<file path="config.mk">
export PLATFORM = sky130hd
export DESIGN_NAME = xoshiro256_random_generator
export DESIGN_NICKNAME = d
export VERILOG_FILES = /design/src/hw/rtl/xosh_pkg.sv /design/src/hw/rtl/xoshiro256_random_generator.sv
export SDC_FILE = /design/constraint.sdc
export NUM_CORES = 2
export LEC_CHECK = 0
export ABC_AREA = 1
export BUFFER_PORTS_ARGS = -buffer_cell sky130_fd_sc_hd__buf_2
export CAP_MARGIN = 30
export CELL_PAD_IN_SITES_DETAIL_PLACEMENT = 1
export CELL_PAD_IN_SITES_GLOBAL_PLACEMENT = 1
export CORE_ASPECT_RATIO = 0.5
export CORE_MARGIN = 2
export CORE_UTILIZATION = 42
export CTS_CLUSTER_DIAMETER = 150
export DETAILED_ROUTE_END_ITERATION = 12
export GPL_ROUTABILITY_DRIVEN = 0
export PLACE_DENSITY_LB_ADDON = 0.1
export SYNTH_ARGS = -nofsm -noshare
export SYNTH_HDL_FRONTEND = slang
export SYNTH_SLANG_ARGS = --single-unit
export TNS_END_PERCENT = 1
</file>
<file path="constraint.sdc">
create_clock -name i_clk -period 5.4 [get_ports i_clk]
set_clock_uncertainty 0.2 [all_clocks]
set_input_delay 0.81 -clock i_clk [delete_from_list [all_inputs] [get_ports i_clk]]
set_output_delay 0.81 -clock i_clk [all_outputs]
set_load 0.02 [all_outputs]
</file>
<file path="src/hw/rtl/xosh_pkg.sv">
// Package for the xoshiro256** generator: opcodes, sequencer states,
// seed constants and the rotate helper. Depends on nothing.
`default_nettype none

package xosh_pkg;

    localparam int unsigned VALUE_W = 64;
    localparam int unsigned BOUND_W = 32;

    localparam logic [VALUE_W-1:0] SEED_K0 = 64'h9E37_79B9_7F4A_7C15;
    localparam logic [VALUE_W-1:0] SEED_K1 = 64'h6C62_272E_07BB_0142;
    localparam logic [VALUE_W-1:0] SEED_K2 = 64'hBF58_476D_1CE4_E5B9;
    localparam logic [VALUE_W-1:0] SEED_K3 = 64'h94D0_49BB_1331_11EB;

    // Shift and rotate amounts of the generator.
    localparam int unsigned SCRAMBLE_ROT = 7;
    localparam int unsigned STEP_SHIFT   = 17;
    localparam int unsigned STEP_ROT     = 45;

    // Index of the last dividend bit of the serial remainder loop.
    localparam logic [5:0] DIV_LAST = 6'(VALUE_W - 1);

    typedef enum logic [1:0] {
        OP_SEED    = 2'd0,
        OP_RAW     = 2'd1,
        OP_BOUNDED = 2'd2,
        OP_NONE    = 2'd3
    } t_op;

    typedef enum logic [2:0] {
        ST_IDLE,
        ST_SCRAMBLE,
        ST_MIX,
        ST_DIVIDE,
        ST_WARM,
        ST_EMIT
    } t_state;

    function automatic logic [VALUE_W-1:0] rotl64(input logic [VALUE_W-1:0] v,
                                                  input int unsigned n);
        rotl64 = (v << n) | (v >> (VALUE_W - n));
    endfunction

endpackage

`default_nettype wire

</file>
<file path="src/hw/rtl/xoshiro256_random_generator.sv">
// Top level of the xoshiro256** generator: state words, sequencer,
// scrambler and a bit-serial remainder unit. Depends on xosh_pkg.
//
//   channel  direction  handshake                 payload
//   in       sink       i_in_valid / o_in_stall   i_op, i_seed_value, i_bound
//   out      source     o_out_valid / i_out_stall o_value
//
// A raw word passes through ST_SCRAMBLE, ST_MIX and ST_EMIT to the output register;
// a bounded word with a nonzero bound also runs the remainder loop in ST_DIVIDE, one
// bit a cycle through a single shared subtractor. A seed word keeps the input
// stalled while WARMUP_STEPS generator steps run; op 3 does not stall it. Reset is
// synchronous and loads the four seed constants with no warm-up. A result held
// back by i_out_stall sits in the output register; the next word's waits in ST_EMIT.
`default_nettype none

module xoshiro256_random_generator #(
    parameter int unsigned WARMUP_STEPS = 20
) (
    input  wire logic        i_clk,
    input  wire logic        i_rst_n,
    input  wire logic        i_in_valid,
    output      logic        o_in_stall,
    input  wire logic [1:0]  i_op,
    input  wire logic [63:0] i_seed_value,
    input  wire logic [31:0] i_bound,
    output      logic        o_out_valid,
    input  wire logic        i_out_stall,
    output      logic [63:0] o_value
);

    localparam int unsigned CNT_W = $clog2(WARMUP_STEPS + 2);

    xosh_pkg::t_state r_state, n_state;
    logic [63:0]      r_s0, r_s1, r_s2, r_s3;
    logic [63:0]      n_s0, n_s1, n_s2, n_s3;
    logic [CNT_W-1:0] r_warm, n_warm;
    logic             r_bounded, n_bounded;
    logic [31:0]      r_div, n_div;
    logic [63:0]      r_prod, n_prod;
    logic [63:0]      r_quo, n_quo;
    logic [31:0]      r_rem, n_rem;
    logic [5:0]       r_bit, n_bit;
    logic [63:0]      r_res, n_res;
    logic             r_out_valid, n_out_valid;
    logic [63:0]      r_value, n_value;

    logic        accept;
    logic [63:0] step_s0, step_s1, step_s2, step_s3;
    logic [63:0] rot_prod, scrambled;
    logic [32:0] trial;
    logic [33:0] diff;
    logic [31:0] rem_next;

    assign accept      = i_in_valid && (r_state == xosh_pkg::ST_IDLE);
    assign o_in_stall  = (r_state != xosh_pkg::ST_IDLE);
    assign o_out_valid = r_out_valid;
    assign o_value     = r_value;

    // One generator step from the current words.
    always_comb begin
        logic [63:0] t2, t3;
        t2      = r_s2 ^ r_s0;
        t3      = r_s3 ^ r_s1;
        step_s1 = r_s1 ^ t2;
        step_s0 = r_s0 ^ t3;
        step_s2 = t2 ^ (r_s1 << xosh_pkg::STEP_SHIFT);
        step_s3 = xosh_pkg::rotl64(t3, xosh_pkg::STEP_ROT);
    end

    // The times-five and times-nine factors are shift-and-add.
    assign rot_prod  = xosh_pkg::rotl64(r_prod, xosh_pkg::SCRAMBLE_ROT);
    assign scrambled = rot_prod + (rot_prod << 3);

    // Shared subtractor of the restoring remainder loop.
    assign trial    = {r_rem, r_quo[63]};
    assign diff     = {1'b0, trial} - {2'b00, r_div};
    assign rem_next = diff[33] ? trial[31:0] : diff[31:0];

    always_comb begin
        n_state     = r_state;
        n_s0        = r_s0;
        n_s1        = r_s1;
        n_s2        = r_s2;
        n_s3        = r_s3;
        n_warm      = r_warm;
        n_bounded   = r_bounded;
        n_div       = r_div;
        n_prod      = r_prod;
        n_quo       = r_quo;
        n_rem       = r_rem;
        n_bit       = r_bit;
        n_res       = r_res;
        n_out_valid = r_out_valid && i_out_stall;
        n_value     = r_value;

        unique case (r_state)
            xosh_pkg::ST_IDLE: begin
                if (accept) begin
                    n_bounded = (xosh_pkg::t_op'(i_op) == xosh_pkg::OP_BOUNDED);
                    n_div     = i_bound;
                    unique case (xosh_pkg::t_op'(i_op))
                        xosh_pkg::OP_SEED: begin
                            n_s0   = i_seed_value ^ xosh_pkg::SEED_K0;
                            n_s1   = i_seed_value ^ xosh_pkg::SEED_K1;
                            n_s2   = i_seed_value ^ xosh_pkg::SEED_K2;
                            n_s3   = i_seed_value ^ xosh_pkg::SEED_K3;
                            n_warm = CNT_W'(WARMUP_STEPS);
                            if (WARMUP_STEPS != 0) begin
                                n_state = xosh_pkg::ST_WARM;
                            end
                        end
                        xosh_pkg::OP_RAW,
                        xosh_pkg::OP_BOUNDED: begin
                            n_state = xosh_pkg::ST_SCRAMBLE;
                        end
                        xosh_pkg::OP_NONE: begin
                            n_state = xosh_pkg::ST_IDLE;
                        end
                    endcase
                end
            end
            xosh_pkg::ST_SCRAMBLE: begin
                n_prod  = r_s1 + (r_s1 << 2);
                n_state = xosh_pkg::ST_MIX;
            end
            xosh_pkg::ST_MIX: begin
                n_s0 = step_s0;
                n_s1 = step_s1;
                n_s2 = step_s2;
                n_s3 = step_s3;
                if (r_bounded && (r_div != '0)) begin
                    n_quo   = scrambled;
                    n_rem   = '0;
                    n_bit   = '0;
                    n_state = xosh_pkg::ST_DIVIDE;
                end else begin
                    n_res   = scrambled;
                    n_state = xosh_pkg::ST_EMIT;
                end
            end
            xosh_pkg::ST_DIVIDE: begin
                n_rem = rem_next;
                n_quo = {r_quo[62:0], 1'b0};
                n_bit = r_bit + 6'd1;
                if (r_bit == xosh_pkg::DIV_LAST) begin
                    n_res   = {32'd0, rem_next};
                    n_state = xosh_pkg::ST_EMIT;
                end
            end
            xosh_pkg::ST_WARM: begin
                n_s0   = step_s0;
                n_s1   = step_s1;
                n_s2   = step_s2;
                n_s3   = step_s3;
                n_warm = r_warm - CNT_W'(1);
                if (r_warm == CNT_W'(1)) begin
                    n_state = xosh_pkg::ST_IDLE;
                end
            end
            xosh_pkg::ST_EMIT: begin
                // Wait until the output register is free or being emptied.
                if (!r_out_valid || !i_out_stall) begin
                    n_value     = r_res;
                    n_out_valid = 1'b1;
                    n_state     = xosh_pkg::ST_IDLE;
                end
            end
            default: n_state = xosh_pkg::ST_IDLE;
        endcase
    end

    always_ff @(posedge i_clk) begin
        if (!i_rst_n) begin
            r_state     <= xosh_pkg::ST_IDLE;
            r_out_valid <= 1'b0;
            r_s0        <= xosh_pkg::SEED_K0;
            r_s1        <= xosh_pkg::SEED_K1;
            r_s2        <= xosh_pkg::SEED_K2;
            r_s3        <= xosh_pkg::SEED_K3;
            r_warm      <= '0;
            r_bit       <= '0;
            r_bounded   <= 1'b0;
        end else begin
            r_state     <= n_state;
            r_out_valid <= n_out_valid;
            r_s0        <= n_s0;
            r_s1        <= n_s1;
            r_s2        <= n_s2;
            r_s3        <= n_s3;
            r_warm      <= n_warm;
            r_bit       <= n_bit;
            r_bounded   <= n_bounded;
        end
    end

    always_ff @(posedge i_clk) begin
        r_div   <= n_div;
        r_prod  <= n_prod;
        r_quo   <= n_quo;
        r_rem   <= n_rem;
        r_res   <= n_res;
        r_value <= n_value;
    end

endmodule

`default_nettype wire

</file>
* Word-level counts from Yosys, hierarchy flattened
Index checks and enable logic that the tools add are counted.
Storage, ports and cells: register bits 592, bits in latches 0, RAM bits 0, memory bits (read-only) 0, input bits 102, output and inout bits 66, word-level logic and storage cells 104, memories kept 0
Operators by class: $add $sub $neg 5, multiply operators 0, divide/modulo/power cells 0, order comparisons 0, equality and inequality tests 17, shift operators 0, muxes and demuxes 34, bitwise operators 11, reductions and logical operators 22
Operator list (number):
- case mux 64 bit (2 select lines) | 6
- two-way mux 64 bit | 11
- bitwise XOR 64 bit | 5
- adder 64 bit | 2
- two-way mux 32 bit | 2
- bitwise OR 64 x 45 -> 64 bit | 1
- bitwise OR 64 x 7 -> 64 bit | 1
- case mux 32 bit (2 select lines) | 1
- NOT 38 bit | 1
- NOT 36 bit | 1
- subtractor 33 x 32 -> 34 bit | 1
- nonzero test 32 bit | 1
- NOT 29 bit | 1
- NOT 27 bit | 1
- case mux 3 bit (6 select lines) | 1
- two-way mux 3 bit | 5
- inequality test 2 bit, second input constant | 6
- case mux 6 bit (2 select lines) | 1
- two-way mux 5 bit | 2
- case mux 5 bit (2 select lines) | 1
- case mux 3 bit (3 select lines) | 1
- AND reduction 3 bit | 3
- adder 6 x 1 -> 6 bit, second input constant | 1
- equality test 3 x 2 -> 1 bit, second input constant | 2
- other kinds (20) | 31

* Logic depth before layout (Yosys ltp)
word-level depth 5, depth in mapped cells 17, depth with buffers taken out 17

* Worst setup path after synthesis
No wires, ideal clock.
kind reg2reg, from reg r_state[0], to reg r_prod[0] (enable), library setup time 0.567 ns, arrival time 4.865 ns, required time 4.633 ns, path slack -0.232 ns, cell stages (with the launch flop) 3, buffers on the path 0, period minus slack after synthesis 5.632 ns, path through dfxtp_1 -> inv_1 -> nor3_1
On the way: longest elaborated chain between the ends 1
RTL lines:
- start, declared | RTL line xoshiro256_random_generator.sv:33 | xosh_pkg::t_state r_state, n_state;
- start signal, assigned | RTL line xoshiro256_random_generator.sv:174 | r_state <= xosh_pkg::ST_IDLE;
- start signal, assigned | RTL line xoshiro256_random_generator.sv:184 | r_state <= n_state;
- equality test 3 x 1 -> 1 bit | RTL line xoshiro256_random_generator.sv:96 | unique case (r_state)
- end signal, assigned | RTL line xoshiro256_random_generator.sv:198 | r_prod <= n_prod;
- end, declared | RTL line xoshiro256_random_generator.sv:39 | logic [63:0] r_prod, n_prod;
Every way passes these cells. A chain may end at the register's enable or synchronous reset.

* Worst setup path after layout
from reg r_rem[5], to reg r_res[12] (data pin)
On the way: longest elaborated chain between the ends 4
RTL lines:
- start, declared | RTL line xoshiro256_random_generator.sv:41 | logic [31:0] r_rem, n_rem;
- start signal, assigned | RTL line xoshiro256_random_generator.sv:200 | r_rem <= n_rem;
- subtractor 33 x 32 -> 34 bit | RTL line xoshiro256_random_generator.sv:76 | assign diff = {1'b0, trial} - {2'b00, r_div};
- two-way mux 32 bit | RTL line xoshiro256_random_generator.sv:77 | assign rem_next = diff[33] ? trial[31:0] : diff[31:0];
- two-way mux 64 bit | RTL line xoshiro256_random_generator.sv:145 | if (r_bit == xosh_pkg::DIV_LAST) begin
- case mux 64 bit (2 select lines) | RTL line xoshiro256_random_generator.sv:96
- named net n_res[12] | RTL line xoshiro256_random_generator.sv:43 | logic [63:0] r_res, n_res;
- end signal, assigned | RTL line xoshiro256_random_generator.sv:201 | r_res <= n_res;
- end, declared | RTL line xoshiro256_random_generator.sv:43
The timed path passes the listed nets, and every way through them passes these cells. The select of a mux whose other input is x is not followed.

==> metrics.txt <==
# TYPE chip_impl_metric gauge
chip_impl_metric{name="post-cts-setup-buffers",unit=""} 0
chip_impl_info{name="path_type_of_the_worst_min_delay_path",value="in -> reg"} 1
chip_impl_metric{name="post_cts_resized",unit=""} 0
chip_impl_metric{name="core-area",unit="sq mm"} 0.08873
chip_impl_metric{name="cts_hold_buf",unit=""} 0
chip_impl_metric{name="initial_utilization",unit="%"} 42.55
chip_impl_metric{name="fin_nets",unit=""} 5630
chip_impl_metric{name="synthesis.area",unit="sq mm"} 0.03776
chip_impl_metric{name="power.ir.vdd_worst",unit="V"} 0.0003794
chip_impl_metric{name="h_tree_depth",unit=""} 2
chip_impl_metric{name="synthSimpleGateAreaFrac",unit="%"} 26.32
chip_impl_metric{name="p_leak",unit="nW"} 19.59
chip_impl_metric{name="async_reset_ff_share",unit="%"} 0
chip_impl_metric{name="ys_ff_latch",unit=""} 592
chip_impl_info{name="synth_top_family_by_area",value="simple AND/OR/NAND/NOR gates"} 1
chip_impl_metric{name="cts_made_buffers",unit=""} 57
chip_impl_metric{name="synth-compound-area-share",unit="%"} 13.17
chip_impl_metric{name="drt_iter0_markers",unit=""} 2032
chip_impl_metric{name="port-buffer-count",unit=""} 167
chip_impl_metric{name="rrSetupSlack",unit="ns"} 1.68
chip_impl_info{name="critPathLaunchType",value="flip-flop"} 1
chip_impl_metric{name="fp.dieArea",unit="sq mm"} 0.09246
chip_impl_metric{name="final_layout_size_suffix_gt1_share",unit="%"} 6.167
chip_impl_metric{name="synthDistinctLibCells",unit=""} 54
chip_impl_info{name="most-common-layout-cells",value="sky130_fd_sc_hd__nand2_1, sky130_fd_sc_hd__inv_1, sky130_fd_sc_hd__nor2_1"} 1
chip_impl_info{name="cts_tree",value="done"} 1
chip_impl_info{name="min-delay-start",value="i_bound[25]"} 1
chip_impl_info{name="worstReg2RegStart",value="r_rem[5]"} 1
chip_impl_metric{name="drt-total-wl",unit="um"} 132900
chip_impl_metric{name="timing.final.crit_share",unit="%"} 68.89
chip_impl_metric{name="fmax",unit="GHz"} 0.2688
chip_impl_metric{name="grt_usage",unit="%"} 28.46
chip_impl_metric{name="ys.warnings.count",unit=""} 0
chip_impl_metric{name="rr_worst_depth",unit=""} 12
chip_impl_metric{name="die_height",unit="um"} 216.0
chip_impl_metric{name="synth_area_per_cell",unit="sq um"} 7.189
chip_impl_metric{name="finalPower",unit="W"} 0.03088
chip_impl_metric{name="synth_mux_area_share",unit="%"} 0
chip_impl_metric{name="mappedNetlistNets",unit=""} 5515
chip_impl_metric{name="detail_route.first_pass.iterations",unit=""} 5
chip_impl_metric{name="antenna_found_initial",unit=""} 3
chip_impl_metric{name="wl_per_cell",unit="um"} 20.13
chip_impl_info{name="timing.setup.critical_path_class",value="reg -> reg"} 1
chip_impl_metric{name="timing.slew.headroom",unit="%"} 30.99
chip_impl_metric{name="placed_cell_area",unit="sq mm"} 0.03975
chip_impl_metric{name="report.final.hold_viol_count",unit=""} 0
chip_impl_metric{name="fin_tns_setup",unit="ns"} 0
chip_impl_metric{name="finalSetupViolCount",unit=""} 0
chip_impl_metric{name="drc",unit=""} 0
chip_impl_metric{name="grt_start_max_net_pins",unit=""} 128
chip_impl_metric{name="fin_hold_ws",unit="ns"} 0.1247
chip_impl_info{name="grt_setup_unrepaired",value="no"} 1
chip_impl_metric{name="fillCellCount",unit=""} 11369
chip_impl_metric{name="clk_latency",unit="ns"} 0.67
chip_impl_metric{name="cellPowerDensity",unit="mW/mm^2"} 739.0
chip_impl_metric{name="gr-total-overflow",unit=""} 0
chip_impl_metric{name="rows",unit=""} 77
chip_impl_info{name="dominantRegCellSynth",value="sky130_fd_sc_hd__edfxtp_1"} 1
chip_impl_metric{name="clock_path_buffers",unit=""} 3
chip_impl_metric{name="post_synth_fa_ha_maj_area_fraction",unit="%"} 5.395
chip_impl_metric{name="vias",unit=""} 35438
chip_impl_info{name="critical_path.endpoint_type",value="flip-flop"} 1
chip_impl_metric{name="yosysSeqAreaShare",unit="%"} 39.87
chip_impl_metric{name="worst_hold_path_depth",unit=""} 1
chip_impl_metric{name="max_slew.worst_pin.slew",unit="ns"} 1.024
chip_impl_metric{name="vias_per_cell",unit=""} 5.367
chip_impl_info{name="rr_endpoint",value="r_res[12]"} 1
chip_impl_metric{name="critPathMaxFanout",unit=""} 34
chip_impl_info{name="clk_root_buffer_cell",value="sky130_fd_sc_hd__clkbuf_16"} 1
chip_impl_metric{name="top_level_ports",unit=""} 168
chip_impl_info{name="mostFrequentLayoutCell",value="sky130_fd_sc_hd__nand2_1"} 1
chip_impl_info{name="status",value="completed"} 1
chip_impl_metric{name="cts.clk_slew.worst_paths",unit="ns"} 0.07
chip_impl_metric{name="grt_first_pass_wirelength",unit="um"} 207500
chip_impl_metric{name="max_cap_violations",unit=""} 0
chip_impl_metric{name="crit_arrival",unit="ns"} 3.91
chip_impl_metric{name="cts.sinks",unit=""} 592
chip_impl_metric{name="yosys.area_share.xor_xnor",unit="%"} 5.243
chip_impl_metric{name="fin_area",unit="sq mm"} 0.04178
chip_impl_metric{name="synthesis.instances",unit=""} 5252
chip_impl_metric{name="number_of_global_route_vias_before_repair",unit=""} 36697
chip_impl_metric{name="antenna_violating_nets_post_route",unit=""} 0
chip_impl_metric{name="cp.required",unit="ns"} 5.59
chip_impl_metric{name="place_hpwl",unit="um"} 103400
chip_impl_metric{name="timing.final.crit_period",unit="ns"} 3.720
chip_impl_metric{name="die-width",unit="um"} 428.0
chip_impl_info{name="hold_path_end",value="r_div[25]"} 1
chip_impl_metric{name="areaGrowthSynthToFinish",unit="%"} 10.65
chip_impl_metric{name="synth_edf_count",unit=""} 320
chip_impl_metric{name="timing.final.max_slew_violations",unit=""} 0
## how the worst max path moves through the flow
stage	start	to	slack, ns	depth (start not counted)
finish	r_rem[5]	r_res[12]	1.68	12
global route	r_rem[4]	r_res[12]	1.45	12
CTS	r_rem[5]	r_res[12]	1.77	12
detailed placement	r_div[7]	r_res[12]	1.77	13
global placement	r_rem[23]	r_res[12]	1.91	11
floorplan	i_out_stall	o_value[0]	1.12	3
## flip-flops by register name, summed over array words and instances (netlist names), 3 cells and up
signal	count
r_res	64
r_s2	64
r_prod	64
r_div	32
o_value	64
r_rem	32
r_state	3
r_warm	5
r_quo	64
r_bit	6
r_s3	64
r_s0	64
r_s1	64
## per-layer routing
metal	track usage, %	up-vias	part of all wire, %
met5	0	-	0.013
met4	8.948	2	3.2
met3	3.255	189	4.2
met2	47.38	732	45
met1	38.75	17286	47
li1	-	17229	-
## final cells by class
| class | count | area [sq um] | area share (%) |
|---|---|---|---|
| antenna | 2 | 5.005 | 0.01198 |
| clock buffer | 76 | 1640 | 3.926 |
| clock inverter | 32 | 387.9 | 0.9284 |
| inverter | 814 | 3058 | 7.319 |
| multi-input combinational | 3704 | 18980 | 45.44 |
| sequential | 592 | 15050 | 36.03 |
| tap | 1185 | 1483 | 3.549 |
| timing repair buffer | 198 | 1166 | 2.791 |
## logic make-up (layout without fill, tap and decap cells)
group | after synthesis | after routing
AOI/OAI and AO/OA | 883 | 883
xor gates and xnor gates | 226 | 226
adders and majority gates | 161 | 161
buffers and inverters | 956 | 1120
DFF | 592 | 592
other | 0 | 2
and+or+nand+nor | 2434 | 2434
## synthesized netlist by cell type (all sizes together), types with 7 or more instances
master | number | area share [%]
or2 | 15 | 0.25
dfxtp | 272 | 14
nor2 | 438 | 4.4
a221oi | 8 | 0.20
a21oi | 367 | 4.9
o21ai | 324 | 4.3
nand4 | 42 | 0.70
o211ai | 67 | 1.3
o21bai | 30 | 0.60
inv | 814 | 8.1
a31oi | 15 | 0.25
xor2 | 124 | 2.9
edfxtp | 320 | 25
nor3 | 40 | 0.53
nand2 | 1558 | 16
nand3 | 291 | 3.9
buf | 98 | 1.5
and2 | 7 | 0.12
a211o | 16 | 0.37
a221o | 12 | 0.32
ha | 158 | 5.2
nand3b | 42 | 0.84
clkbuf | 44 | 0.44
xnor2 | 102 | 2.4
a2bb2oi | 7 | 0.16
## power breakdown
part / leakage, nW / switching, W / total, W / internal [W]
registers: 5.12 / 0.00140 / 0.00830 / 0.00689
logic: 13.5 / 0.0125 / 0.0181 / 0.00557
clock network: 0.994 / 0.00196 / 0.00448 / 0.00252
total: 19.6 / 0.0159 / 0.0309 / 0.0150
## critical path, stage by stage (launching register included)
cell and delay, ns:
sky130_fd_sc_hd__edfxtp_1 0.42, sky130_fd_sc_hd__ha_1 0.37, sky130_fd_sc_hd__nand2_1 0.15, sky130_fd_sc_hd__nor2_1 0.19, sky130_fd_sc_hd__nand3_1 0.12, sky130_fd_sc_hd__nand3_1 0.18
sky130_fd_sc_hd__nand2_1 0.10, sky130_fd_sc_hd__nand2_1 0.11, sky130_fd_sc_hd__nand2_2 0.53, sky130_fd_sc_hd__nand2_4 0.62, sky130_fd_sc_hd__o21ai_0 0.16, sky130_fd_sc_hd__nand3_1 0.21
sky130_fd_sc_hd__nand2_1 0.08
## through the flow
step / utilization, % / cells / setup WS (ns)
2_1_floorplan: - / 5252 / 1.118
3_3_place_gp: 44.74 / 6491 / 1.909
3_5_place_dp: 44.79 / 6493 / 1.771
4_1_cts: 47.08 / 6601 / 1.767
5_1_grt: 47.08 / 6601 / 1.451
6_report: 47.08 / 6603 / 1.680
No activity file was read; power rests on OpenSTA's default activity.
